$ cat src/sv/gost_pkg.sv
// Shared types, constants, S-box table and round helpers for the GOST cipher block.
package gost_pkg;

    localparam int RoundCount = 32;
    localparam int KeyWords   = 8;
    localparam int KeyIdxW    = 3;
    localparam int RoundIdxW  = 5;
    localparam int WordW      = 32;
    localparam int NibbleW    = 4;
    localparam int Nibbles    = WordW / NibbleW;
    localparam int RotBits    = 11;
    localparam int LateRound  = 24;

    localparam logic [RoundIdxW-1:0] RevMask = 5'h1F;

    typedef logic [WordW-1:0]   word_t;
    typedef logic [KeyIdxW-1:0] key_idx_t;

    typedef struct packed {
        word_t left;
        word_t right;
        logic  decrypt;
    } gost_beat_t;

    localparam logic [NibbleW-1:0] SBOX [0:Nibbles-1][0:15] = '{
        '{4'h9, 4'h6, 4'h3, 4'h2, 4'h8, 4'hB, 4'h1, 4'h7,
          4'hA, 4'h4, 4'hE, 4'hF, 4'hC, 4'h0, 4'hD, 4'h5},
        '{4'h3, 4'h7, 4'hE, 4'h9, 4'h8, 4'hA, 4'hF, 4'h0,
          4'h5, 4'h2, 4'h6, 4'hC, 4'hB, 4'h4, 4'hD, 4'h1},
        '{4'hE, 4'h4, 4'h6, 4'h2, 4'hB, 4'h3, 4'hD, 4'h8,
          4'hC, 4'hF, 4'h5, 4'hA, 4'h0, 4'h7, 4'h1, 4'h9},
        '{4'hE, 4'h7, 4'hA, 4'hC, 4'hD, 4'h1, 4'h3, 4'h9,
          4'h0, 4'h2, 4'hB, 4'h4, 4'hF, 4'h8, 4'h5, 4'h6},
        '{4'hB, 4'h5, 4'h1, 4'h9, 4'h8, 4'hD, 4'hF, 4'h0,
          4'hE, 4'h4, 4'h2, 4'h3, 4'hC, 4'h7, 4'hA, 4'h6},
        '{4'h3, 4'hA, 4'hD, 4'hC, 4'h1, 4'h2, 4'h0, 4'hB,
          4'h7, 4'h5, 4'h9, 4'h4, 4'h8, 4'hF, 4'hE, 4'h6},
        '{4'h1, 4'hD, 4'h2, 4'h9, 4'h7, 4'hA, 4'h6, 4'h0,
          4'h8, 4'hC, 4'h4, 4'h5, 4'hF, 4'h3, 4'hB, 4'hE},
        '{4'hB, 4'hA, 4'hF, 4'h5, 4'h0, 4'hC, 4'hE, 4'h8,
          4'h6, 4'h2, 4'h3, 4'h9, 4'h1, 4'h7, 4'hD, 4'h4}
    };

    function automatic word_t gost_round_fn(word_t half, word_t rk);
        word_t s;
        word_t t;
        s = half + rk;
        t = '0;
        for (int i = 0; i < Nibbles; i++)
        begin
            t[NibbleW*i +: NibbleW] = SBOX[i][s[NibbleW*i +: NibbleW]];
        end
        return {t[WordW-1-RotBits:0], t[WordW-1:WordW-RotBits]};
    endfunction

    function automatic key_idx_t gost_key_index(logic [RoundIdxW-1:0] r);
        key_idx_t k;
        if (r < RoundIdxW'(LateRound))
            k = r[KeyIdxW-1:0];
        else
            k = ~r[KeyIdxW-1:0];
        return k;
    endfunction

endpackage

$ cat src/sv/gost_round_cell.sv
// One Feistel round of the cipher pipeline with its stage register.
module gost_round_cell
    import gost_pkg::*;
(
    input  logic       clk,
    input  logic       rst_n,
    input  logic       advance,
    input  logic       prev_valid,
    input  gost_beat_t prev_beat,
    input  word_t      key_enc,
    input  word_t      key_dec,
    output logic       valid,
    output gost_beat_t beat
);

    logic       valid_reg;
    logic       valid_next;
    gost_beat_t beat_reg;
    gost_beat_t beat_next;
    word_t      rk;

    always_comb
    begin
        rk                 = prev_beat.decrypt ? key_dec : key_enc;
        beat_next.left     = prev_beat.right;
        beat_next.right    = prev_beat.left ^ gost_round_fn(prev_beat.right, rk);
        beat_next.decrypt  = prev_beat.decrypt;
        valid_next         = prev_valid;
    end

    always_ff @(posedge clk or negedge rst_n)
    begin
        if (!rst_n)
            valid_reg <= 1'b0;
        else if (advance)
            valid_reg <= valid_next;
    end

    always_ff @(posedge clk)
    begin
        if (advance)
            beat_reg <= beat_next;
    end

    assign valid = valid_reg;
    assign beat  = beat_reg;

    a_hold_when_stalled: assert property (@(posedge clk) disable iff (!rst_n)
        rst_n && !advance && valid_reg |=> valid_reg && $stable(beat_reg))
        else $error("round cell lost or changed a held beat");

    a_valid_follows: assert property (@(posedge clk) disable iff (!rst_n)
        rst_n && advance |=> valid_reg == $past(prev_valid))
        else $error("round cell valid did not follow its neighbor");

    a_swap_halves: assert property (@(posedge clk) disable iff (!rst_n)
        rst_n && advance && prev_valid |=> beat_reg.left == $past(prev_beat.right)
            && beat_reg.decrypt == $past(prev_beat.decrypt))
        else $error("round cell did not pass the right half on");

endmodule

$ cat config.mk
export PLATFORM = sky130hd
export DESIGN_NAME = gost_round_cell
export DESIGN_NICKNAME = d
export VERILOG_FILES = /design/src/sv/gost_pkg.sv /design/src/sv/gost_round_cell.sv
export SDC_FILE = /design/constraint.sdc
export NUM_CORES = 1
export LEC_CHECK = 0
export BUFFER_PORTS_ARGS = -buffer_cell sky130_fd_sc_hd__buf_2
export CAP_MARGIN = 20
export CORE_MARGIN = 2
export CORE_UTILIZATION = 52
export DETAILED_ROUTE_END_ITERATION = 8
export PLACE_DENSITY = 0.85
export SLEW_MARGIN = 30
export SYNTH_ARGS = -nofsm -noshare
export SYNTH_HDL_FRONTEND = slang
export SYNTH_SLANG_ARGS = --single-unit
$ cat constraint.sdc
create_clock -name clk -period 0.89 [get_ports clk]
set_input_delay 0.0445 -clock clk [delete_from_list [all_inputs] [get_ports clk]]
set_output_delay 0.0445 -clock clk [all_outputs]
set_load 0.01 [all_outputs]
==> flow_metrics.py, run 1 <==
metrics = {
    "logic_synthesis": {
        "yosysUniqueCellTypes": 66,
        "yosysTopAreaCell": "edfxtp_1",
        "ys_top_cells_by_area": "edfxtp_1 (34%), ha_1 (15%), mux2_2 (6.2%)",
        "netlist_area_sq_um": 5770,
        "ys_async_sr_fraction": 0.0152,
        "ys.flop_type": "edfxtp_1",
        "syn_area_per_cell_sq_um": 10.6,
        "yosysWarningCount": 0,
        "syn_inst": 545,
        "synth_edf_count": 65,
        "synth-seq-area-share": 0.343,
        "syn-num-nets": 746,
        "synth_seq_cells": 66,
        "synth_top_area_share": 0.338,
    },
    "grt": {
        "grtUsageTotal": 0.743,
        "grt_max_degree": 29,
        "grt_overflow": 15,
    },
    "place": {
        "dp_hpwl_um": 13900,
        "gp_congestion": 1.00,
        "placed_area_sq_um": 8220,
        "numPortBuffers": 198,
    },
    "outcome": {
        "error": "[ERROR GRT-0232] Routing congestion too high. Check the congestion heatmap in the GUI.",
        "stop_stage": "global routing (5_1_grt)",
        "outcome": "stopped before the end",
    },
    "sta": {
        "worstEpCategory": "register data pin",
        "worst_endpoint": "beat[11]$_DFFE_PP_/D",
    },
    "clock_tree": {
        "htree_num_levels": 3,
        "clock_path_buffers": 2,
        "cts_root_buffer": "clkbuf_8",
        "cts_made_buffers": 9,
        "numClockSinks": 66,
    },
    "die": {
        "row_count": 38,
        "ios": 199,
        "chipWidth_um": 109,
        "die_y_um": 109,
        "floorplan.initialDensity": 0.532,
    },
}
cell families after synthesis:
kind of cell / after synthesis / share of synthesized area
AOI/OAI and AO/OA: 132 / 0.157
and+or+nand+nor: 109 / 0.0941
adders and majority gates: 68 / 0.149
DFF: 66 / 0.343
xor gates and xnor gates: 63 / 0.101
muxes: 60 / 0.126
buffers and inverters: 47 / 0.0308
per-layer routing:
layer / overflow / GRT usage
met5: 0 / 0.210
met4: 9 / 0.744
met3: 0 / 0.615
met2: 6 / 0.904
met1: 0 / 0.730
synth_stat cells (all sizes together) (3+ instances only):
cell type	instances
ha	67
edfxtp	65
xnor2	39
a21oi	38
inv	36
mux2	33
o21ai	31
nand2	29
nor2	24
xor2	24
mux2i	20
a21o	13
nand3	11
clkbuf	10
nor3	10
mux4	7
nand2b	7
nor2b	7
a211oi	6
o21bai	6
and3	5
nand4	4
o211ai	4
a31oi	3
and2	3
o22ai	3
or2	3
or3	3
what timing repair did:
action,CTS
hold buffers,63
pin swaps,42
setup endpoints to repair,98
gates cloned,1
gates resized for setup,96
setup buffers,20
endpoints found under the hold margin,62
stage by stage:
stage / utilization / cells / worst slack [ns]
CTS: 0.898 / 1112 / -2.39
detailed placement: 0.758 / 1013 / -3.02
global placement: 0.758 / 1013 / -2.87
floorplan: - / 545 / -2.98
==> run 2: changes to the inputs <==
CORE_UTILIZATION = 40   (was 52)
PLACE_DENSITY = default   (was 0.85)
PLACE_DENSITY_LB_ADDON = 0.15   (was default)
==> run 2 against run 1 <==
The flow now finishes, with violations (setup timing). Synthesized area did not move. Synthesized cell count stayed put.
==> flow_metrics.py, run 2 <==
metrics = {
    "sta": {
        "drv_slew": 0,
        "max_clock_freq_ghz": 0.303,
        "setup_viol": 55,
        "max_slew.worst_pin.slew_ns": 0.590,
        "grt_setup_unrepaired": "true",
        "finalWorstSetupSlack_ns": -2.41,
        "skew_ns": 0,
        "min_period_ns": 3.30,
        "min_period_over_period": 3.70,
        "fin_tns_setup_ns": -64.06,
        "holdWs_ns": 0.00451,
        "hold_violations": 0,
        "maxSlewHeadroom": 0.605,
    },
    "finish": {
        "drive_gt1_frac": 0.647,
        "area_delta_synth_final_pct": 87.3,
        "seq_area_sq_um": 1980,
        "largest_register_ff_count": 65,
        "layout_commonest_cell": "buf_2",
        "mostFrequentLayoutCells": "buf_2 (195), buf_4 (158), edfxtp_1 (65)",
        "final_area_sq_um": 10800,
        "multi_input_area_sq_um": 5010,
        "fillCellCount": 908,
        "fin_nets": 1184,
        "n_antenna_cell": 0,
        "final_cells": 1168,
    },
    "routing": {
        "totalWireLength_um": 20100,
        "viasPerCell": 5.17,
        "postRouteAntennaNets": 0,
        "first_iter_violations": 273,
        "vias": 6042,
        "route.detailed.drc": 0,
        "wl_per_cell_um": 17.2,
        "drtPass1Iterations": 5,
    },
    "outcome": {
        "violations": "setup timing",
        "outcome": "complete, but fails checks",
    },
    "logic_synthesis": {
        "synth_top_cells_by_count": "ha_1 (67), edfxtp_1 (65), xnor2_1 (38)",
        "ys.flop_type": "edfxtp_1",
        "ys_async_sr_fraction": 0.0152,
        "yosysUniqueCellTypes": 66,
        "synth_top_area_share": 0.338,
        "yosysWarningCount": 0,
        "netlist_area_sq_um": 5770,
        "syn_area_per_cell_sq_um": 10.6,
        "synth_seq_cells": 66,
        "syn_inst": 545,
        "synth_edf_count": 65,
        "synth-seq-area-share": 0.343,
        "syn-num-nets": 746,
        "yosysTopAreaCell": "edfxtp_1",
        "synth_most_common_cell": "ha_1",
        "ys_top_cells_by_area": "edfxtp_1 (34%), ha_1 (15%), mux2_2 (6.2%)",
    },
    "die": {
        "die_y_um": 124,
        "dieArea_sq_um": 15400,
        "row_count": 43,
        "chipWidth_um": 124,
        "floorplan.initialDensity": 0.413,
        "ios": 199,
        "core_area_sq_um": 14000,
    },
    "min_path": {
        "min_to": "beat[21]",
        "holdCritPathClass": "in2reg",
        "min_delay_path_depth": 2,
        "hp-start": "prev_beat[53]",
    },
    "grt": {
        "antenna_found_initial": 0,
        "grt_max_degree": 24,
        "grt_pass1_wl_um": 28800,
        "grtUsageTotal": 0.242,
        "grt_pass1_vias": 6085,
        "grt_overflow": 0,
    },
    "worst_setup_path": {
        "crit_path_frequent_cell": "buf_12",
        "reg2reg_from": "valid",
        "path_class": "in2reg",
        "crit_path_end_kind": "flop",
        "reg2reg_setup_slack_ns": 0.16,
        "crit_chain": "buf_12, buf_12, buf_12, mux2_4, ha_4, buf_6, nand2_4, o211ai_1, a211oi_4, buf_4, a21oi_2, a41oi_2, o21bai_2, xnor2_2, buf_4, ha_4, or2_4, mux2i_2, mux2i_2, xor2_1",
        "r2r_cells": 1,
        "slowest_delay_ns": 0.32,
        "rr_endpoint": "valid",
        "cp_slowest_cell": "a211oi_4",
        "critPathLaunch": "prev_beat[0]",
        "crit_fanout": 6,
        "cp.required_ns": 0.98,
        "arrival_ns": 3.38,
        "crit_path_start_kind": "primary input",
    },
    "place": {
        "placed_area_sq_um": 8360,
        "dp_hpwl_um": 13800,
        "numPortBuffers": 198,
        "gp_congestion": 0.862,
        "dpl.cell_count": 1067,
    },
    "clock_tree": {
        "clock_path_buffers": 2,
        "cts_tree": "done",
        "htree_num_levels": 3,
        "cts_root_buffer": "clkbuf_16",
        "clk_latency_ns": 0.34,
        "clkTransAtPathRegs_ns": 0.06,
        "numClockSinks": 66,
        "cts_made_buffers": 9,
    },
    "power": {
        "pwr_density_cell_nw_per_um2": 1970,
        "p_leak_nw": 4.76,
        "p_total_w": 0.0213,
        "vdd_drop_max_mv": 1.32,
    },
    "run": {
        "maxCapViolCount": 0,
    },
}
==> run 2: cells by family after synthesis <==
logic type / Yosys count / share of synthesized area
XOR/XNOR: 63 / 0.101
AO/OA/AOI/OAI: 132 / 0.157
adder cells (fa/ha/maj): 68 / 0.149
flip-flops: 66 / 0.343
buffers and inverters: 47 / 0.0308
multiplexers: 60 / 0.126
AND/OR/NAND/NOR: 109 / 0.0941
==> run 2: per-layer routing <==
metal / GRT usage / wire (um) / vias to the layer above
met4: 0.0871 / 434 / 0
met2: 0.441 / 10600 / 201
li1: - / - / 2896
met1: 0.281 / 8010 / 2909
met5: 0 / 0 / -
met3: 0.0462 / 1140 / 36
==> run 2: final cells by class <==
class | count | area share
timing repair buffer | 438 | 0.289
multi-input combinational | 432 | 0.463
sequential | 66 | 0.183
clock buffer | 12 | 0.0247
tap | 180 | 0.0208
inverter | 36 | 0.0125
clock inverter | 4 | 0.00671
==> run 2: per-stage QoR <==
step / utilization / worst slack, ns
after floorplan: - / -2.98
after global placement: 0.598 / -3.02
after detailed placement: 0.598 / -3.11
after CTS: 0.719 / -2.41
after global routing: 0.773 / -2.49
final: 0.773 / -2.41
==> run 2: power breakdown <==
part / internal, W / leakage (nW) / total [W] / switching (W)
clock: 0.00268 / 0.165 / 0.00407 / 0.00140
sequential: 0.00436 / 0.648 / 0.00451 / 0.000157
combinational: 0.00663 / 3.95 / 0.0127 / 0.00610
==> run 2: worst max path at each step <==
stage | end | slack [ns] | cells past startpoint
detailed placement | beat[11] | -3.11 | 17
floorplan | beat[6] | -2.98 | 18
global placement | beat[32] | -3.02 | 18
finish | beat[32] | -2.41 | 20
global route | beat[6] | -2.49 | 17
CTS | beat[31] | -2.41 | 15
==> run 2: worst max-delay path, delay by kind of cell <==
family | cells | cell delay (ns)
multiplexers | 3 | 0.58
buffers and inverters | 6 | 0.84
adder cells (fa/ha/maj) | 2 | 0.41
AO/OA/AOI/OAI | 5 | 0.90
AND/OR/NAND/NOR | 2 | 0.28
XOR/XNOR | 2 | 0.32
==> run 2: repair_timing <==
action / 4_1_cts / 5_1_grt
pin swaps: 84 / 82
setup endpoints to repair: 75 / 94
hold endpoints to repair: 39 / 0
resized for setup: 141 / 122
buffers inserted: 31 / 23
gates cloned: 1 / 0
hold buffers: 40 / 0
No activity file was read; power rests on OpenSTA's default activity.
==> run 3: changes to the inputs <==
SKIP_LAST_GASP = 1   (was default)
==> run 3 against run 2 <==
The flow still finishes with violations (setup timing). Critical path depth increased by 1. Routed wire length is 2.1% lower. Core utilization is 0.93 points lower. Setup slack got worse by 0.021 ns. Global-route usage stayed put. Cell count increased by 0.26%. Count of clock-buffer cells in the layout stayed put. Non-clock buffer count grew 3. Clock power about the same. Critical path type unchanged. Critical endpoint is now beat[1]. Highest routed layer unchanged.
==> flow_metrics.py, run 3 (same netlist as run 2, synthesis figures left out) <==
metrics = {
    "outcome": {
        "outcome": "complete, but fails checks",
        "violations": "setup timing",
    },
    "finish": {
        "final_cells": 1171,
        "multi_input_area_sq_um": 4870,
        "n_antenna_cell": 0,
        "drive_gt1_frac": 0.634,
        "seq_area_sq_um": 1980,
        "layout_commonest_cell": "buf_2",
        "fillCellCount": 960,
        "largest_register_ff_count": 65,
        "mostFrequentLayoutCells": "buf_2 (195), buf_4 (166), edfxtp_1 (65)",
        "fin_nets": 1187,
        "area_delta_synth_final_pct": 85.1,
    },
    "worst_setup_path": {
        "reg2reg_from": "valid",
        "rr_endpoint": "valid",
        "crit_fanout": 5,
        "reg2reg_setup_slack_ns": 0.16,
        "crit_path_start_kind": "primary input",
        "path_class": "in2reg",
        "crit_path_end_kind": "flop",
        "arrival_ns": 3.41,
        "r2r_cells": 1,
        "cp.required_ns": 0.98,
    },
    "sta": {
        "setup_viol": 51,
        "max_slew.worst_pin.slew_ns": 0.580,
        "min_period_over_period": 3.73,
        "drv_slew": 0,
        "skew_ns": 0,
        "hold_violations": 0,
        "max_clock_freq_ghz": 0.301,
        "finalWorstSetupSlack_ns": -2.43,
        "min_period_ns": 3.32,
        "grt_setup_unrepaired": "true",
        "maxSlewHeadroom": 0.612,
    },
    "die": {
        "core_area_sq_um": 14000,
        "floorplan.initialDensity": 0.413,
        "die_y_um": 124,
        "row_count": 43,
        "ios": 199,
        "dieArea_sq_um": 15400,
        "chipWidth_um": 124,
    },
    "routing": {
        "totalWireLength_um": 19700,
        "wl_per_cell_um": 16.8,
        "viasPerCell": 5.10,
        "route.detailed.drc": 0,
        "drtPass1Iterations": 4,
        "first_iter_violations": 240,
        "vias": 5974,
        "postRouteAntennaNets": 0,
    },
    "clock_tree": {
        "htree_num_levels": 3,
        "clkTransAtPathRegs_ns": 0.06,
        "numClockSinks": 66,
        "clk_latency_ns": 0.34,
        "cts_tree": "done",
        "clock_path_buffers": 2,
        "cts_made_buffers": 9,
        "cts_root_buffer": "clkbuf_16",
    },
    "grt": {
        "antenna_found_initial": 0,
        "grt_overflow": 0,
        "grt_max_degree": 24,
        "grt_pass1_wl_um": 28800,
        "grtUsageTotal": 0.242,
        "grt_pass1_vias": 6085,
    },
    "place": {
        "dp_hpwl_um": 13800,
        "numPortBuffers": 198,
        "gp_congestion": 0.862,
        "pre_cts_slack_ns": -3.11,
        "dpl.cell_count": 1067,
    },
    "power": {
        "pwr_density_cell_nw_per_um2": 1970,
        "p_int_w": 0.0136,
        "combPwrFrac": 0.593,
        "power_frac_seq": 0.214,
        "p_leak_nw": 4.76,
        "switching_share": 0.354,
        "vdd_drop_max_mv": 1.31,
        "switchingPower_w": 0.00746,
        "pwr-share-clk": 0.193,
    },
    "run": {
        "maxCapViolCount": 0,
    },
    "min_path": {
        "hp-start": "prev_beat[53]",
        "holdCritPathClass": "in2reg",
        "min_to": "beat[21]",
        "min_delay_path_depth": 2,
    },
}
==> run 3: power by group through the flow <==
stage               Combinational [W]  Sequential, W  Clock, W
floorplan                     0.00497        0.00496         0
global placement              0.00878        0.00455         0
detailed placement            0.00910        0.00458         0
CTS                            0.0110        0.00452   0.00413
global route                   0.0134        0.00457   0.00424
finish                         0.0125        0.00451   0.00407
==> run 3: cell type report <==
class,instances,area share
clock buffer,12,0.0250
clock inverter,4,0.00679
inverter,36,0.0127
multi-input combinational,432,0.456
sequential,66,0.185
tap,180,0.0211
timing repair buffer,441,0.293
==> run 3: stage by stage <==
stage	instance area, sq um	total power, W	utilization	hold slack, ns	TNS (ns)
5_1_grt	10700	0.0222	0.764	0.00697	-68.84
6_report	10700	0.0211	0.764	0.00867	-64.66
3_3_place_gp	8360	0.0133	0.598	-0.181	-81.15
4_1_cts	10100	0.0197	0.719	0.000260	-63.81
3_5_place_dp	8360	0.0137	0.598	-0.177	-82.78
2_1_floorplan	6030	0.00994	-	-0.251	-71.51
==> run 3: how the worst max path moves through the flow <==
stage / startpoint / to / slack (ns) / depth (start not counted)
2_1_floorplan: prev_beat[0] / beat[6] / -2.98 / 18
3_3_place_gp: prev_beat[0] / beat[32] / -3.02 / 18
3_5_place_dp: prev_beat[0] / beat[11] / -3.11 / 17
4_1_cts: prev_beat[0] / beat[31] / -2.41 / 15
5_1_grt: prev_beat[0] / beat[1] / -2.52 / 21
6_report: prev_beat[0] / beat[1] / -2.43 / 21
==> run 3: critical path: stages <==
cell	delay, ns
buf_12	0.13
mux2_4	0.22
ha_4	0.13
inv_2	0.03
fa_2	0.36
nor2b_4	0.16
o2111ai_4	0.13
a21oi_2	0.24
o21ai_2	0.12
o31a_1	0.33
buf_4	0.16
buf_4	0.12
buf_6	0.12
xnor2_4	0.16
inv_2	0.09
buf_4	0.14
buf_4	0.14
ha_4	0.15
o21ai_2	0.17
o22ai_2	0.10
xor2_1	0.15
==> run 3: timing repair <==
action / CTS / global route
endpoints found under the hold margin: 39 / 0
pin swaps: 81 / 65
resized for setup: 141 / 95
setup endpoints to repair: 75 / 94
cloned: 1 / 0
hold buffers: 40 / 0
buffers inserted: 31 / 26
==> run 3: metal layers <==
layer / vias to the layer above / GRT usage / wire length [um]
met2: 188 / 0.441 / 10200
met1: 2853 / 0.281 / 7980
met4: 0 / 0.0871 / 477
met3: 41 / 0.0462 / 1050
met5: - / 0 / 0
li1: 2892 / - / -
==> run 4: changes to the inputs <==
CORE_UTILIZATION = 35   (was 40)
==> run 4 against run 3 <==
The flow still finishes with violations (setup timing). Sequential power is essentially flat. Combinational power is 14% lower. Flip-flop and latch count is the same. Clock skew is the same. Clock power down 6.9%. Global-route usage down 4.0 points. First-iteration DRC count down 26%. Worst hold slack better by 0.0068 ns. Via count shrank 2.6%. Cell count rose by 2.0%. Setup slack improved by 0.023 ns. Critical path type unchanged. Critical endpoint is now beat[31]. Largest cell class unchanged.
==> flow_metrics.py, run 4 (same netlist as run 2, synthesis figures left out) <==
metrics = {
    "die": {
        "core_area_sq_um": 16000,
        "row_count": 46,
        "dieArea_sq_um": 17500,
        "ios": 199,
        "die_y_um": 132,
        "chipWidth_um": 132,
        "floorplan.initialDensity": 0.361,
    },
    "sta": {
        "grt_setup_unrepaired": "true",
        "min_period_over_period": 3.70,
        "finalWorstSetupSlack_ns": -2.40,
        "max_slew.worst_pin.slew_ns": 0.467,
        "setup_viol": 55,
        "maxSlewHeadroom": 0.684,
        "min_period_ns": 3.29,
        "drv_slew": 0,
        "max_clock_freq_ghz": 0.304,
        "skew_ns": 0,
        "hold_violations": 0,
    },
    "finish": {
        "fin_nets": 1175,
        "n_antenna_cell": 0,
        "final_core_util": 0.630,
        "mostFrequentLayoutCells": "buf_2 (196), buf_4 (163), edfxtp_1 (65)",
        "final_area_sq_um": 10100,
        "layout_commonest_cell": "buf_2",
        "multi_input_area_sq_um": 4430,
        "fillCellCount": 1369,
        "seq_area_sq_um": 1980,
        "area_delta_synth_final_pct": 74.7,
        "drive_gt1_frac": 0.566,
        "largest_register_ff_count": 65,
    },
    "grt": {
        "grtUsageTotal": 0.202,
        "met1_usage": 0.219,
        "grt_overflow": 0,
        "met3_usage": 0.0415,
        "use_met2": 0.393,
        "antenna_found_initial": 0,
        "grt_max_degree": 27,
        "grt_pass1_wl_um": 28900,
        "grt_pass1_vias": 6243,
        "grt-busiest-layer": "met2",
    },
    "power": {
        "vdd_drop_max_mv": 0.927,
        "pwr_density_cell_nw_per_um2": 1880,
        "p_leak_nw": 4.53,
    },
    "routing": {
        "vias": 5819,
        "route.detailed.drc": 0,
        "viasPerCell": 4.87,
        "totalWireLength_um": 17800,
        "wl_per_cell_um": 14.9,
        "drtPass1Iterations": 4,
        "first_iter_violations": 177,
        "postRouteAntennaNets": 0,
    },
    "worst_setup_path": {
        "cp.required_ns": 0.98,
        "crit_path_end_kind": "flop",
        "crit_fanout": 7,
        "crit_path_frequent_cell": "o21ai_2",
        "slowest_delay_ns": 0.56,
        "critPathTopFamily": "multiplexers",
        "path_class": "in2reg",
        "arrival_ns": 3.39,
        "crit_buf_inv": 4,
        "crit_chain": "buf_12, buf_8, mux2_4, ha_4, buf_4, nand2_2, o21ai_2, or3_1, o21ai_2, buf_6, o21ai_2, a21o_1, a311o_1, xor2_2, mux4_2, xnor2_1",
        "crit_path_start_kind": "primary input",
        "cp_slowest_cell": "mux4_2",
    },
    "clock_tree": {
        "htree_num_levels": 3,
        "clk_latency_ns": 0.34,
        "cts_tree": "done",
        "cts_made_buffers": 9,
        "cts_root_buffer": "clkbuf_16",
        "numClockSinks": 66,
        "clock_path_buffers": 2,
        "clkTransAtPathRegs_ns": 0.06,
    },
    "place": {
        "numPortBuffers": 198,
        "placed_area_sq_um": 8330,
        "dp_hpwl_um": 13700,
        "gp_congestion": 0.859,
    },
    "min_path": {
        "holdCritPathClass": "in2reg",
    },
    "outcome": {
        "violations": "setup timing",
        "outcome": "complete, but fails checks",
    },
    "run": {
        "maxCapViolCount": 0,
    },
}
-- run 4: cell count changes in the layout (fill, tap and decap cells not counted), sizes merged --
cell | previous run | this run
clkinv | 1 | 3
buf | 401 | 372
dlygate4sd3 | 40 | 57
clkbuf | 12 | 10
-- run 4: what timing repair did --
item	CTS	global route
pin swaps	37	31
endpoints found under the setup margin	89	98
endpoints found under the hold margin	56	0
hold buffers	57	0
resized for setup	97	27
buffers inserted	18	15
-- run 4: final timing paths --
check | start | to | slack [ns] | cells after the start
min in group asynchronous | rst_n | valid | 0.53 | 3
min reg2reg | valid | valid | 0.58 | 2
max reg2reg | valid | valid | 0.04 | 2
max in group asynchronous | rst_n | valid | 0.26 | 3
min | prev_beat[44] | beat[12] | 0.02 | 2
max | prev_beat[0] | beat[31] | -2.40 | 16
-- run 4: worst reg2reg max path, delay by kind of cell (launching register included) --
family	cells	cell delay [ns]
DFF	1	0.37
muxes	1	0.24
buffers and inverters	1	0.12
-- run 4: routing by layer --
layer | part of all wire | routed length (um) | vias to the layer above
li1 | - | - | 2875
met1 | 0.39 | 7040 | 2775
met2 | 0.55 | 9760 | 148
met3 | 0.042 | 748 | 21
met4 | 0.016 | 284 | 0
met5 | 0 | 0 | -
-- run 4: layout make-up --
class,count,share of cell area
repair buffers,429,0.294
multi-input cells,432,0.439
flip-flops and latches,66,0.196
clock inverters,6,0.00807
clock buffers,10,0.0227
inverters,36,0.0134
well taps,216,0.0268
-- run 4: through the flow --
step / std cells / TNS, ns / total power, W / setup WS, ns / hold WS, ns
3_5_place_dp: 1091 / -81.43 / 0.0135 / -3.13 / -0.178
5_1_grt: 1195 / -69.89 / 0.0203 / -2.52 / 0.00178
2_1_floorplan: 545 / -71.51 / 0.00994 / -2.98 / -0.251
3_3_place_gp: 1091 / -79.22 / 0.0132 / -3.05 / -0.181
4_1_cts: 1181 / -63.17 / 0.0187 / -2.45 / 0.000372
6_report: 1195 / -62.78 / 0.0190 / -2.40 / 0.0154
-- run 4: power breakdown --
group | internal (W) | switching, W | total [W] | leakage, nW
Combinational | 0.00565 | 0.00504 | 0.0107 | 3.74
Clock | 0.00243 | 0.00136 | 0.00379 | 0.150
Sequential | 0.00436 | 0.000152 | 0.00451 | 0.648
